<file path="src/rtl/esc_pkg.sv">
// Shared constants, types and calendar helpers for the epoch-to-date converter.
package esc_pkg;

  // Offset that makes any signed 32-bit count non-negative; a whole number of days.
  localparam logic [32:0] SecOffset    = 33'd2147558400;  // 24856 days
  // Converts day count past the offset into days since 1901-01-01.
  localparam logic [15:0] DayBias      = 16'd346;
  localparam logic [15:0] DaysPerQuad  = 16'd1461;
  localparam logic [16:0] SecsPerDay   = 17'd86400;
  localparam logic [5:0]  SecsPerMin   = 6'd60;
  localparam logic [5:0]  MinsPerHour  = 6'd60;
  // Reciprocals: 86400 = 128 * 675, 60 = 4 * 15
  localparam logic [26:0] DayRecip     = 27'd101806633;  // ceil(2^36 / 675)
  localparam logic [15:0] MinRecip     = 16'd34953;      // ceil(2^19 / 15)
  localparam logic [9:0]  HourRecip    = 10'd547;        // ceil(2^13 / 15)
  localparam logic [7:0]  BaseYear     = 8'd1;    // 1901
  localparam logic [7:0]  YearsPerQuad = 8'd4;
  localparam logic [3:0]  LastMonth    = 4'd11;   // December, counted from 0

  // Controller to datapath commands
  typedef struct packed {
    logic ld_in;
    logic day_div;
    logic tod_sub;
    logic min_div;
    logic sec_sub;
    logic min_sub;
    logic blk_step;
    logic yr_step;
    logic mon_step;
    logic out_load;
  } cmd_t;

  // Datapath to controller status
  typedef struct packed {
    logic blk_ge;
    logic yr_ge;
    logic mon_ge;
  } stat_t;

  // Leap rule: divisible by four (exact for 1901..2099)
  function automatic logic [8:0] days_in_year(logic [7:0] yr);
    return (yr[1:0] == 2'b00) ? 9'd366 : 9'd365;
  endfunction

  function automatic logic [4:0] month_len(logic leap, logic [3:0] mon);
    logic [4:0] len;
    unique case (mon)
      4'd1:    len = leap ? 5'd29 : 5'd28;
      4'd3,
      4'd5,
      4'd8,
      4'd10:   len = 5'd30;
      default: len = 5'd31;
    endcase
    return len;
  endfunction

endpackage

</file>
<file path="src/rtl/esc_in_if.sv">
// Input channel: signed epoch seconds with valid/ready handshake.
interface esc_in_if;
  logic               valid;
  logic               ready;
  logic signed [31:0] epoch_seconds;

  modport source (output valid, output epoch_seconds, input ready);
  modport sink   (input valid, input epoch_seconds, output ready);
endinterface

</file>
<file path="src/rtl/esc_out_if.sv">
// Output channel: broken-down calendar date and time of day.
interface esc_out_if;
  logic       valid;
  logic       ready;
  logic [5:0] second_of_minute;
  logic [5:0] minute_of_hour;
  logic [4:0] hour_of_day;
  logic [4:0] day_of_month;
  logic [3:0] month_number;
  logic [7:0] years_since_1900;

  modport source (output valid, output second_of_minute, output minute_of_hour,
                  output hour_of_day, output day_of_month, output month_number,
                  output years_since_1900, input ready);
  modport sink   (input valid, input second_of_minute, input minute_of_hour,
                  input hour_of_day, input day_of_month, input month_number,
                  input years_since_1900, output ready);
endinterface

</file>
<file path="src/rtl/esc_dpath.sv">
// Datapath: reciprocal-multiply divisions, year/month stepping and output register.
module esc_dpath import esc_pkg::*; (
  input  logic               clk_i,
  input  cmd_t               cmd_i,
  input  logic signed [31:0] epoch_seconds_i,
  output stat_t              stat_o,
  output logic [5:0]         second_of_minute_o,
  output logic [5:0]         minute_of_hour_o,
  output logic [4:0]         hour_of_day_o,
  output logic [4:0]         day_of_month_o,
  output logic [3:0]         month_number_o,
  output logic [7:0]         years_since_1900_o
);

  logic [32:0] secs_q, secs_d;
  logic [15:0] dquo_q, dquo_d;
  logic [16:0] tod_q, tod_d;
  logic [10:0] mins_q, mins_d;
  logic [15:0] day_q, day_d;
  logic [7:0]  yr_q, yr_d;
  logic [3:0]  mon_q, mon_d;
  logic [5:0]  sec_q, sec_d;
  logic [5:0]  min_q, min_d;
  logic [4:0]  hour_q, hour_d;

  logic [51:0] day_prod;
  logic [16:0] day_secs;
  logic [29:0] min_prod;
  logic [5:0]  min_secs;
  logic [17:0] hour_prod;
  logic [5:0]  hour_mins;
  logic        leap;
  logic [8:0]  year_len;
  logic [4:0]  cur_mon_len;

  // Quotients by reciprocal multiplication, exact over the operand ranges:
  // days = (secs >> 7) * DayRecip >> 36, x / 60 = (x >> 2) * recip >> shift
  assign day_prod  = 52'(secs_q[32:7]) * 52'(DayRecip);
  assign min_prod  = 30'(tod_q[16:2]) * 30'(MinRecip);
  assign hour_prod = 18'(mins_q[10:2]) * 18'(HourRecip);

  // Back-multiplied quotients; the remainders are short, so low bits suffice
  assign day_secs  = {1'b0, dquo_q} * SecsPerDay;
  assign min_secs  = mins_q[5:0] * SecsPerMin;
  assign hour_mins = {1'b0, hour_q} * MinsPerHour;

  // Calendar lookups for the current year and month
  assign year_len    = days_in_year(yr_q);
  assign leap        = (year_len == 9'd366);
  assign cur_mon_len = month_len(leap, mon_q);

  assign stat_o.blk_ge = (day_q >= DaysPerQuad);
  assign stat_o.yr_ge  = (day_q >= {7'd0, year_len});
  assign stat_o.mon_ge = (mon_q < LastMonth) && (day_q >= {11'd0, cur_mon_len});

  // Next-state logic, driven by at most one command per cycle
  always_comb begin
    secs_d = secs_q;
    dquo_d = dquo_q;
    tod_d  = tod_q;
    mins_d = mins_q;
    day_d  = day_q;
    yr_d   = yr_q;
    mon_d  = mon_q;
    sec_d  = sec_q;
    min_d  = min_q;
    hour_d = hour_q;
    if (cmd_i.ld_in) begin
      // offset seconds so floor division becomes unsigned division
      secs_d = {epoch_seconds_i[31], epoch_seconds_i} + SecOffset;
    end
    if (cmd_i.day_div) begin
      dquo_d = day_prod[51:36];
    end
    if (cmd_i.tod_sub) begin
      // second of the day; days since 1901-01-01
      tod_d = secs_q[16:0] - day_secs;
      day_d = dquo_q + DayBias;
    end
    if (cmd_i.min_div) begin
      mins_d = min_prod[29:19];
    end
    if (cmd_i.sec_sub) begin
      sec_d  = tod_q[5:0] - min_secs;
      hour_d = hour_prod[17:13];
    end
    if (cmd_i.min_sub) begin
      min_d = mins_q[5:0] - hour_mins;
      yr_d  = BaseYear;
      mon_d = '0;
    end
    if (cmd_i.blk_step) begin
      day_d = day_q - DaysPerQuad;
      yr_d  = yr_q + YearsPerQuad;
    end
    if (cmd_i.yr_step) begin
      day_d = day_q - {7'd0, year_len};
      yr_d  = yr_q + 8'd1;
    end
    if (cmd_i.mon_step) begin
      day_d = day_q - {11'd0, cur_mon_len};
      mon_d = mon_q + 4'd1;
    end
  end

  // Working registers
  always_ff @(posedge clk_i) begin
    secs_q <= secs_d;
    dquo_q <= dquo_d;
    tod_q  <= tod_d;
    mins_q <= mins_d;
    day_q  <= day_d;
    yr_q   <= yr_d;
    mon_q  <= mon_d;
    sec_q  <= sec_d;
    min_q  <= min_d;
    hour_q <= hour_d;
  end

  // Output register, holds the transaction until taken
  always_ff @(posedge clk_i) begin
    if (cmd_i.out_load) begin
      second_of_minute_o <= sec_q;
      minute_of_hour_o   <= min_q;
      hour_of_day_o      <= hour_q;
      day_of_month_o     <= day_q[4:0] + 5'd1;
      month_number_o     <= mon_q + 4'd1;
      years_since_1900_o <= yr_q;
    end
  end

endmodule

</file>
<file path="src/rtl/esc_ctrl.sv">
// Controller: sequences the divisions, year and month steps, and output.
module esc_ctrl import esc_pkg::*; (
  input  logic  clk_i,
  input  logic  rst_ni,
  input  logic  in_valid_i,
  output logic  in_ready_o,
  output logic  out_valid_o,
  input  logic  out_ready_i,
  input  stat_t stat_i,
  output cmd_t  cmd_o
);

  localparam logic [3:0] S_IDLE = 4'd0;
  localparam logic [3:0] S_DAY  = 4'd1;
  localparam logic [3:0] S_TOD  = 4'd2;
  localparam logic [3:0] S_MINS = 4'd3;
  localparam logic [3:0] S_HOUR = 4'd4;
  localparam logic [3:0] S_MINR = 4'd5;
  localparam logic [3:0] S_BLK  = 4'd6;
  localparam logic [3:0] S_YEAR = 4'd7;
  localparam logic [3:0] S_MON  = 4'd8;
  localparam logic [3:0] S_FIN  = 4'd9;

  logic [3:0] state_q, state_d;
  logic       out_valid_q, out_valid_d;

  assign in_ready_o  = (state_q == S_IDLE);
  assign out_valid_o = out_valid_q;

  // State transitions and command decode
  always_comb begin
    state_d     = state_q;
    out_valid_d = out_valid_q && !out_ready_i;
    cmd_o       = '0;
    unique case (state_q)
      S_IDLE: begin
        if (in_valid_i) begin
          cmd_o.ld_in = 1'b1;
          state_d     = S_DAY;
        end
      end
      S_DAY: begin
        cmd_o.day_div = 1'b1;
        state_d       = S_TOD;
      end
      S_TOD: begin
        cmd_o.tod_sub = 1'b1;
        state_d       = S_MINS;
      end
      S_MINS: begin
        cmd_o.min_div = 1'b1;
        state_d       = S_HOUR;
      end
      S_HOUR: begin
        cmd_o.sec_sub = 1'b1;
        state_d       = S_MINR;
      end
      S_MINR: begin
        cmd_o.min_sub = 1'b1;
        state_d       = S_BLK;
      end
      S_BLK: begin
        if (stat_i.blk_ge) cmd_o.blk_step = 1'b1;
        else               state_d = S_YEAR;
      end
      S_YEAR: begin
        if (stat_i.yr_ge) cmd_o.yr_step = 1'b1;
        else              state_d = S_MON;
      end
      S_MON: begin
        if (stat_i.mon_ge) cmd_o.mon_step = 1'b1;
        else               state_d = S_FIN;
      end
      S_FIN: begin
        if (!out_valid_q || out_ready_i) begin
          cmd_o.out_load = 1'b1;
          out_valid_d    = 1'b1;
          state_d        = S_IDLE;
        end
      end
      default: state_d = S_IDLE;
    endcase
  end

  // Control registers
  always_ff @(posedge clk_i or negedge rst_ni) begin
    if (!rst_ni) begin
      state_q     <= S_IDLE;
      out_valid_q <= 1'b0;
    end else begin
      state_q     <= state_d;
      out_valid_q <= out_valid_d;
    end
  end

`ifndef SYNTHESIS
  // An accepted transaction starts with the day quotient
  a_start_div: assert property (@(posedge clk_i) disable iff (!rst_ni)
    (in_valid_i && in_ready_o) |=> (state_q == S_DAY))
    else $error("accepted transaction did not start division");
  // State register only holds defined codes
  a_state_legal: assert property (@(posedge clk_i) disable iff (!rst_ni)
    (state_q <= S_FIN))
    else $error("controller in undefined state");
  // Output register only reloaded when free or being drained
  a_no_overwrite: assert property (@(posedge clk_i) disable iff (!rst_ni)
    cmd_o.out_load |-> (!out_valid_q || out_ready_i))
    else $error("result overwritten before it was taken");
`endif

endmodule

</file>
<file path="src/rtl/epoch_seconds_to_calendar_date.sv">
// Top level: signed epoch seconds to second, minute, hour, day, month and year.
// Converts one transaction at a time; ready is high only while idle. An accepted
// count is offset to a non-negative value and split by reciprocal multiplication,
// one step per cycle: day quotient, time of day, minute count, second and hour,
// minute. Then the day count since 1901 is reduced in four-year blocks, single
// years and months, and the result is loaded into the output register once that
// is free. The time to valid is set mostly by the year-block loop.
// The output register lets the next transaction be accepted while a finished
// result is still waiting to be taken.
module epoch_seconds_to_calendar_date import esc_pkg::*; (
  input logic      clk_i,
  input logic      rst_ni,
  esc_in_if.sink   in_i,
  esc_out_if.source out_o
);

  cmd_t  cmd;
  stat_t stat;

  esc_ctrl u_ctrl (
    .clk_i       (clk_i),
    .rst_ni      (rst_ni),
    .in_valid_i  (in_i.valid),
    .in_ready_o  (in_i.ready),
    .out_valid_o (out_o.valid),
    .out_ready_i (out_o.ready),
    .stat_i      (stat),
    .cmd_o       (cmd)
  );

  esc_dpath u_dpath (
    .clk_i              (clk_i),
    .cmd_i              (cmd),
    .epoch_seconds_i    (in_i.epoch_seconds),
    .stat_o             (stat),
    .second_of_minute_o (out_o.second_of_minute),
    .minute_of_hour_o   (out_o.minute_of_hour),
    .hour_of_day_o      (out_o.hour_of_day),
    .day_of_month_o     (out_o.day_of_month),
    .month_number_o     (out_o.month_number),
    .years_since_1900_o (out_o.years_since_1900)
  );

endmodule
</file>
<file path="src/flat_wrapper.sv">
// flat-port wrapper written by rule: the top's interface ports become plain ports
module epoch_seconds_to_calendar_date_flat import esc_pkg::*;
  (clk_i, rst_ni, in_i_valid, in_i_epoch_seconds, in_i_ready, out_o_valid, out_o_second_of_minute, out_o_minute_of_hour, out_o_hour_of_day, out_o_day_of_month, out_o_month_number, out_o_years_since_1900, out_o_ready);
  esc_in_if in_i_i ();
  esc_out_if out_o_i ();
  input logic clk_i;
  input logic rst_ni;
  input wire logic [$bits(in_i_i.valid)-1:0] in_i_valid;
  input wire logic [$bits(in_i_i.epoch_seconds)-1:0] in_i_epoch_seconds;
  output wire logic [$bits(in_i_i.ready)-1:0] in_i_ready;
  output wire logic [$bits(out_o_i.valid)-1:0] out_o_valid;
  output wire logic [$bits(out_o_i.second_of_minute)-1:0] out_o_second_of_minute;
  output wire logic [$bits(out_o_i.minute_of_hour)-1:0] out_o_minute_of_hour;
  output wire logic [$bits(out_o_i.hour_of_day)-1:0] out_o_hour_of_day;
  output wire logic [$bits(out_o_i.day_of_month)-1:0] out_o_day_of_month;
  output wire logic [$bits(out_o_i.month_number)-1:0] out_o_month_number;
  output wire logic [$bits(out_o_i.years_since_1900)-1:0] out_o_years_since_1900;
  input wire logic [$bits(out_o_i.ready)-1:0] out_o_ready;
  assign in_i_i.valid = in_i_valid;
  assign in_i_i.epoch_seconds = in_i_epoch_seconds;
  assign in_i_ready = in_i_i.ready;
  assign out_o_valid = out_o_i.valid;
  assign out_o_second_of_minute = out_o_i.second_of_minute;
  assign out_o_minute_of_hour = out_o_i.minute_of_hour;
  assign out_o_hour_of_day = out_o_i.hour_of_day;
  assign out_o_day_of_month = out_o_i.day_of_month;
  assign out_o_month_number = out_o_i.month_number;
  assign out_o_years_since_1900 = out_o_i.years_since_1900;
  assign out_o_i.ready = out_o_ready;
  epoch_seconds_to_calendar_date u_core (.clk_i(clk_i), .rst_ni(rst_ni), .in_i(in_i_i), .out_o(out_o_i));
endmodule
</file>
<file path="config.mk">
export PLATFORM = sky130hd
export DESIGN_NAME = epoch_seconds_to_calendar_date_flat
export DESIGN_NICKNAME = d
export VERILOG_FILES = /design/src/rtl/esc_pkg.sv /design/src/rtl/esc_in_if.sv /design/src/rtl/esc_out_if.sv /design/src/rtl/esc_dpath.sv /design/src/rtl/esc_ctrl.sv /design/src/rtl/epoch_seconds_to_calendar_date.sv /design/src/flat_wrapper.sv
export SDC_FILE = /design/constraint.sdc
export NUM_CORES = 1
export LEC_CHECK = 0
export ABC_AREA = 0
export BUFFER_PORTS_ARGS = -buffer_cell sky130_fd_sc_hd__clkbuf_2
export CAP_MARGIN = 20
export CORE_MARGIN = 2
export CORE_UTILIZATION = 64
export CTS_CLUSTER_SIZE = 30
export DETAILED_ROUTE_END_ITERATION = 16
export PLACE_DENSITY = 0.8
export SLEW_MARGIN = 0
export SYNTH_ARGS = -nofsm -noshare
export SYNTH_HDL_FRONTEND = slang
export SYNTH_SLANG_ARGS = --single-unit
</file>
<file path="constraint.sdc">
create_clock -name clk_i -period 10.41 [get_ports clk_i]
set_clock_uncertainty 0.05 [all_clocks]
set_input_delay 2.082 -clock clk_i [delete_from_list [all_inputs] [get_ports clk_i]]
set_output_delay 2.082 -clock clk_i [all_outputs]
set_load 0.03 [all_outputs]
</file>
==> summary.md <==
The tools report the reported max-cap violation count as 0. After routing the design area is 0.0228 sq mm. The synthesized netlist devotes 8.10% of its cell area to compound gates. The detailed-route wire length per cell is 18.1 um. The number of flops mapped to enable cells by yosys works out to 156. The start point of the worst min-delay path is u_core.u_dpath.min_q[4]. The cell type of the slowest stage on the worst timing path is sky130_fd_sc_hd__edfxtp_1.

In the synthesized netlist, mux cells make up 0.100% of the area. For the H-tree depth reported by CTS, the log shows 4. The tools report the later-pin clock latency in the skew report as 0.48 ns.

The final clock period utilization by the worst path is 70.2%, and the worst-path maximum fanout is 11. In this run the worst hold path is classified as reg -> reg. Type of element capturing the critical path: a register. The worst register-to-register path has a setup slack of 3.11 ns. For this block, the initial DRC count from the detailed router was 1,001.

The simple-gate share of the synthesized area is 6.34%, and the number of buffer cells added on primary ports is 71. CTS saw 161 sinks. Number of search-and-repair iterations in the first detailed-routing pass: 6. The post-CTS repair timing setup buffer count was 0; the I/O pin total was 72. The run gives 0 as the hold violation total from the final report. The tools report the buffer cell driving the clock tree root as sky130_fd_sc_hd__clkbuf_16. By area, the combinational part of the netlist is dominated by adder cells.

The final critical path time including I/O delays and setup was 7.30 ns. For this configuration, the core starts out at a cell density of 65.2%. The floorplan die height was 186 um; the sequential cell area was 0.00481 sq mm. The synthesized design contains 161 register bits.

The share of flip-flops with an asynchronous set or reset after synthesis came out at 3.11%. For this run, the top clock speed supported by timing is 0.137 GHz. Counting both buffers and inverters, the worst setup path holds a total of 4.

Measured in cells, the most critical reg-to-reg path has a length of 21. Compared with the post-synthesis result, the final layout area differs by 7.06%. After synthesis, flip-flops and latches occupy 22.6% of the total area. The number of antenna violations at the first check in global routing is 0, and the count of yosys warnings during synthesis is 0.

Arithmetic-cell share of the synthesized area counting full adders, half adders and majority gates: 48.8%. After the last flow step, the layout net total stands at 2,824. After clock tree synthesis, the flow added hold-fix buffers numbering 0. met2 is the most crowded layer.

Global routing consumed, over all layers together, 28.5% of the routing resources. The worst hold path was traced through 0 stages. STA puts the critical path data required time at 10.58 ns. Data arrives at the worst endpoint at 7.47 ns.

The logs give 38.0 mm for the final HPWL from detailed placement and 0.0326 sq mm for the area inside the core boundary. The run finished with clean final reports. The floorplan die area came out at 0.0347 sq mm. A synthesized cell averages 10.5 sq um. Wires add up to 46.1 mm. For the post-cts sizing count, the log shows 0. TritonCTS built the clock tree. At the pin with the least slew margin, the transition time is 0.940 ns.

After technology mapping, the gate count stands at 2,020. In this design, the critical path's most frequently occurring cell is sky130_fd_sc_hd__fa_1. The logs give 37.3% for the relative slew slack and 34.8% for the met1 track utilization from global routing. Summing over every cut layer, the via total after detailed routing is 14,400. The count of nets left with antenna violations once routing finished came out at 0. Measured along the x axis, the die boundary spans 186 um. The final setup TNS was 0 ns; the area share of xor/xnor cells in the synthesized design was 4.94%.

Fill cells in the final layout number 2,390. The clock edge transition at the registers on the reported setup and hold paths is 0.07 ns, and the placed standard-cell area is 0.0221 sq mm. The kind of cell with the highest combined delay along the critical path is adder cells. Endpoint with the worst hold slack: u_core.u_dpath.minute_of_hour_o[4]. The met3 global-route usage was 3.97%. Summing all multi-input logic gate instances after layout gives 0.0145 sq mm.

Among all flip-flop cells after synthesis, the most frequent one is sky130_fd_sc_hd__edfxtp_1. Via count of the first global-routing pass: 15,300. After detailed routing, the number of vias per cell comes to 5.67. The cell area that synthesis handed to floorplanning was 0.0213 sq mm.

The congestion estimate from routability-driven global placement came to 0.954. Setup violations remaining at the end of the flow were counted as 0. Traced cell by cell, the critical path runs through fa_1 -> ha_1 -> inv_1 -> fa_1 -> inv_1 -> fa_1 -> fa_1 -> fa_1 -> inv_1 -> fa_1 -> inv_1 -> ha_1 -> nand4_1 -> nor2_1 -> o2111ai_1 -> a2111oi_2 -> nor3_4 -> a21oi_4 -> a221o_2 -> and4_4 -> nor3_2. Count of cell types in the netlist: 76.

In the global route stage, met2 resource usage came out at 51.4%. Critical path class: reg -> reg. The delay of the slowest critical-path stage came out at 0.78 ns. Entering global routing, the biggest net connects 35 pins. The tools report the worst flop-to-flop path startpoint as u_core.u_dpath.secs_q[25]. STA classifies the critical path startpoint as a register. The tools report the number of design rule violations left after detail routing as 0. The endpoint identified for the worst register-to-register timing path is u_core.u_dpath.dquo_q[15]. After global routing the overflow that remains totals 0. The proportion of layout cells with a drive suffix above 1 came out at 6.22%.

The final antenna diode count came out at 0. Setup repair after global routing left no endpoint under its margin. The number of pins with negative max-slew slack in the final report is 0, and the number of buffers created by CTS is 17.

The tools report the number of standard-cell rows in the floorplan as 66. The clock passes through at most 2 buffers. The net count after synthesis was 2,751.

The first global-routing pass estimated 75.7 mm of wire.
## cells in the mapped netlist, types with 8 or more instances
library cell / instances / share of area (%)
sky130_fd_sc_hd__a21o_1: 23 / 0.81
sky130_fd_sc_hd__a21oi_1: 79 / 1.9
sky130_fd_sc_hd__a31oi_1: 15 / 0.44
sky130_fd_sc_hd__and2_1: 14 / 0.41
sky130_fd_sc_hd__and3_1: 14 / 0.41
sky130_fd_sc_hd__clkbuf_1: 17 / 0.30
sky130_fd_sc_hd__edfxtp_1: 156 / 22
sky130_fd_sc_hd__fa_1: 223 / 21
sky130_fd_sc_hd__ha_1: 472 / 28
sky130_fd_sc_hd__inv_1: 487 / 8.6
sky130_fd_sc_hd__nand2_1: 71 / 1.3
sky130_fd_sc_hd__nand2b_1: 13 / 0.38
sky130_fd_sc_hd__nand3_1: 32 / 0.75
sky130_fd_sc_hd__nand4_1: 8 / 0.24
sky130_fd_sc_hd__nor2_1: 61 / 1.1
sky130_fd_sc_hd__nor2b_1: 14 / 0.41
sky130_fd_sc_hd__nor3_1: 21 / 0.49
sky130_fd_sc_hd__o21a_1: 9 / 0.32
sky130_fd_sc_hd__o21ai_0: 27 / 0.64
sky130_fd_sc_hd__o21ai_1: 16 / 0.38
sky130_fd_sc_hd__o21bai_1: 11 / 0.39
sky130_fd_sc_hd__xnor2_1: 85 / 3.5
sky130_fd_sc_hd__xor2_1: 35 / 1.4
## how the worst max path moves through the flow
stage                                         start                        end  slack (ns)  cells past startpoint
final                     u_core.u_dpath.secs_q[25]  u_core.u_dpath.dquo_q[15]        3.11                     21
after global routing      u_core.u_dpath.secs_q[25]  u_core.u_dpath.dquo_q[15]        2.81                     21
after CTS                 u_core.u_dpath.secs_q[25]  u_core.u_dpath.dquo_q[15]        3.15                     21
after detailed placement  u_core.u_dpath.secs_q[25]  u_core.u_dpath.dquo_q[15]        3.19                     21
after global placement    u_core.u_dpath.secs_q[25]  u_core.u_dpath.dquo_q[15]        3.36                     21
after floorplan           u_core.u_dpath.secs_q[25]  u_core.u_dpath.dquo_q[15]        3.91                     21
## per-layer routing
layer | part of all wire (%) | routed length [um] | vias up
met5 | 0 | 0 | -
met4 | 3.2 | 1480 | 0
met3 | 5.4 | 2500 | 115
met2 | 51 | 23400 | 459
met1 | 41 | 18700 | 7011
li1 | - | - | 6851
## cell usage in the layout, fill, tap and decap left out, types with 4 or more instances in the layout
| cell type | Yosys | final |
|---|---|---|
| sky130_fd_sc_hd__o21a_1 | 9 | 9 |
| sky130_fd_sc_hd__o2111ai_1 | 5 | 5 |
| sky130_fd_sc_hd__a311oi_1 | 6 | 6 |
| sky130_fd_sc_hd__nand4_1 | 8 | 8 |
| sky130_fd_sc_hd__o221ai_1 | 4 | 4 |
| sky130_fd_sc_hd__nor3_1 | 21 | 20 |
| sky130_fd_sc_hd__buf_4 | 1 | 6 |
| sky130_fd_sc_hd__a21o_1 | 23 | 23 |
| sky130_fd_sc_hd__nand2b_1 | 13 | 13 |
| sky130_fd_sc_hd__o21bai_1 | 11 | 11 |
| sky130_fd_sc_hd__o22ai_1 | 6 | 6 |
| sky130_fd_sc_hd__a221o_1 | 4 | 4 |
| sky130_fd_sc_hd__xnor2_1 | 85 | 85 |
| sky130_fd_sc_hd__edfxtp_1 | 156 | 156 |
| sky130_fd_sc_hd__a221oi_1 | 6 | 6 |
| sky130_fd_sc_hd__a31oi_1 | 15 | 15 |
| sky130_fd_sc_hd__o211ai_1 | 7 | 7 |
| sky130_fd_sc_hd__clkinv_8 | 0 | 7 |
| sky130_fd_sc_hd__nand2_1 | 71 | 71 |
| sky130_fd_sc_hd__dfrtp_1 | 5 | 5 |
| sky130_fd_sc_hd__and3_1 | 14 | 14 |
| sky130_fd_sc_hd__ha_1 | 472 | 472 |
| sky130_fd_sc_hd__clkbuf_16 | 0 | 17 |
| sky130_fd_sc_hd__xor2_1 | 35 | 35 |
| sky130_fd_sc_hd__nor2_1 | 61 | 60 |
| sky130_fd_sc_hd__o21ai_1 | 16 | 16 |
| sky130_fd_sc_hd__a211oi_1 | 4 | 4 |
| sky130_fd_sc_hd__clkbuf_2 | 0 | 71 |
| sky130_fd_sc_hd__nor4_1 | 5 | 5 |
| sky130_fd_sc_hd__o21ai_0 | 27 | 27 |
| sky130_fd_sc_hd__and2_1 | 14 | 13 |
| sky130_fd_sc_hd__a21oi_1 | 79 | 79 |
| sky130_fd_sc_hd__inv_1 | 487 | 487 |
| sky130_fd_sc_hd__nand3_1 | 32 | 32 |
| sky130_fd_sc_hd__nor2b_1 | 14 | 14 |
| sky130_fd_sc_hd__fa_1 | 223 | 223 |
## area by class of cell
type | count | share of cell area [%]
multi-input combinational | 1347 | 63.8
sequential | 161 | 21.1
inverter | 487 | 8.03
tap | 442 | 2.43
clock buffer | 17 | 1.87
timing repair buffer | 79 | 1.86
clock inverter | 15 | 0.841
## metrics by stage
| stage | hold slack [ns] | util, % | setup WS (ns) | instances |
|---|---|---|---|---|
| after floorplan | 0.350 | - | 3.91 | 2020 |
| after global placement | 0.351 | 67.8 | 3.36 | 2514 |
| after detailed placement | 0.355 | 67.8 | 3.19 | 2514 |
| after CTS | 0.371 | 69.7 | 3.15 | 2546 |
| after global routing | 0.377 | 69.8 | 2.81 | 2548 |
| final | 0.370 | 69.8 | 3.11 | 2548 |
## cells by family (layout without fill, tap and decap cells)
group / after synthesis / in the layout
buffers and inverters: 512 / 598
multiplexers: 2 / 2
AO/OA/AOI/OAI: 258 / 258
adder cells (fa/ha/maj): 695 / 695
AND/OR/NAND/NOR: 272 / 272
flip-flops: 161 / 161
XOR/XNOR: 120 / 120
## state kept, by name, indices dropped and copies added (netlist names)
name	count
u_core.u_dpath.month_number_o	4
u_core.u_dpath.secs_q	33
u_core.u_dpath.yr_q	8
u_core.u_dpath.sec_q	6
u_core.u_dpath.mon_q	4
u_core.u_dpath.hour_q	5
u_core.u_ctrl.state_q	4
u_core.u_dpath.day_of_month_o	5
u_core.u_dpath.tod_q	17
u_core.u_dpath.years_since_1900_o	8
u_core.u_dpath.hour_of_day_o	5
u_core.u_dpath.dquo_q	16
u_core.u_dpath.mins_q	11
u_core.u_dpath.min_q	6
u_core.u_ctrl.out_valid_o	1
u_core.u_dpath.second_of_minute_o	6
u_core.u_dpath.day_q	16
u_core.u_dpath.minute_of_hour_o	6
Power is not shown: default switching activity piles up to over one toggle a cycle in this logic, so the estimate is an artifact.
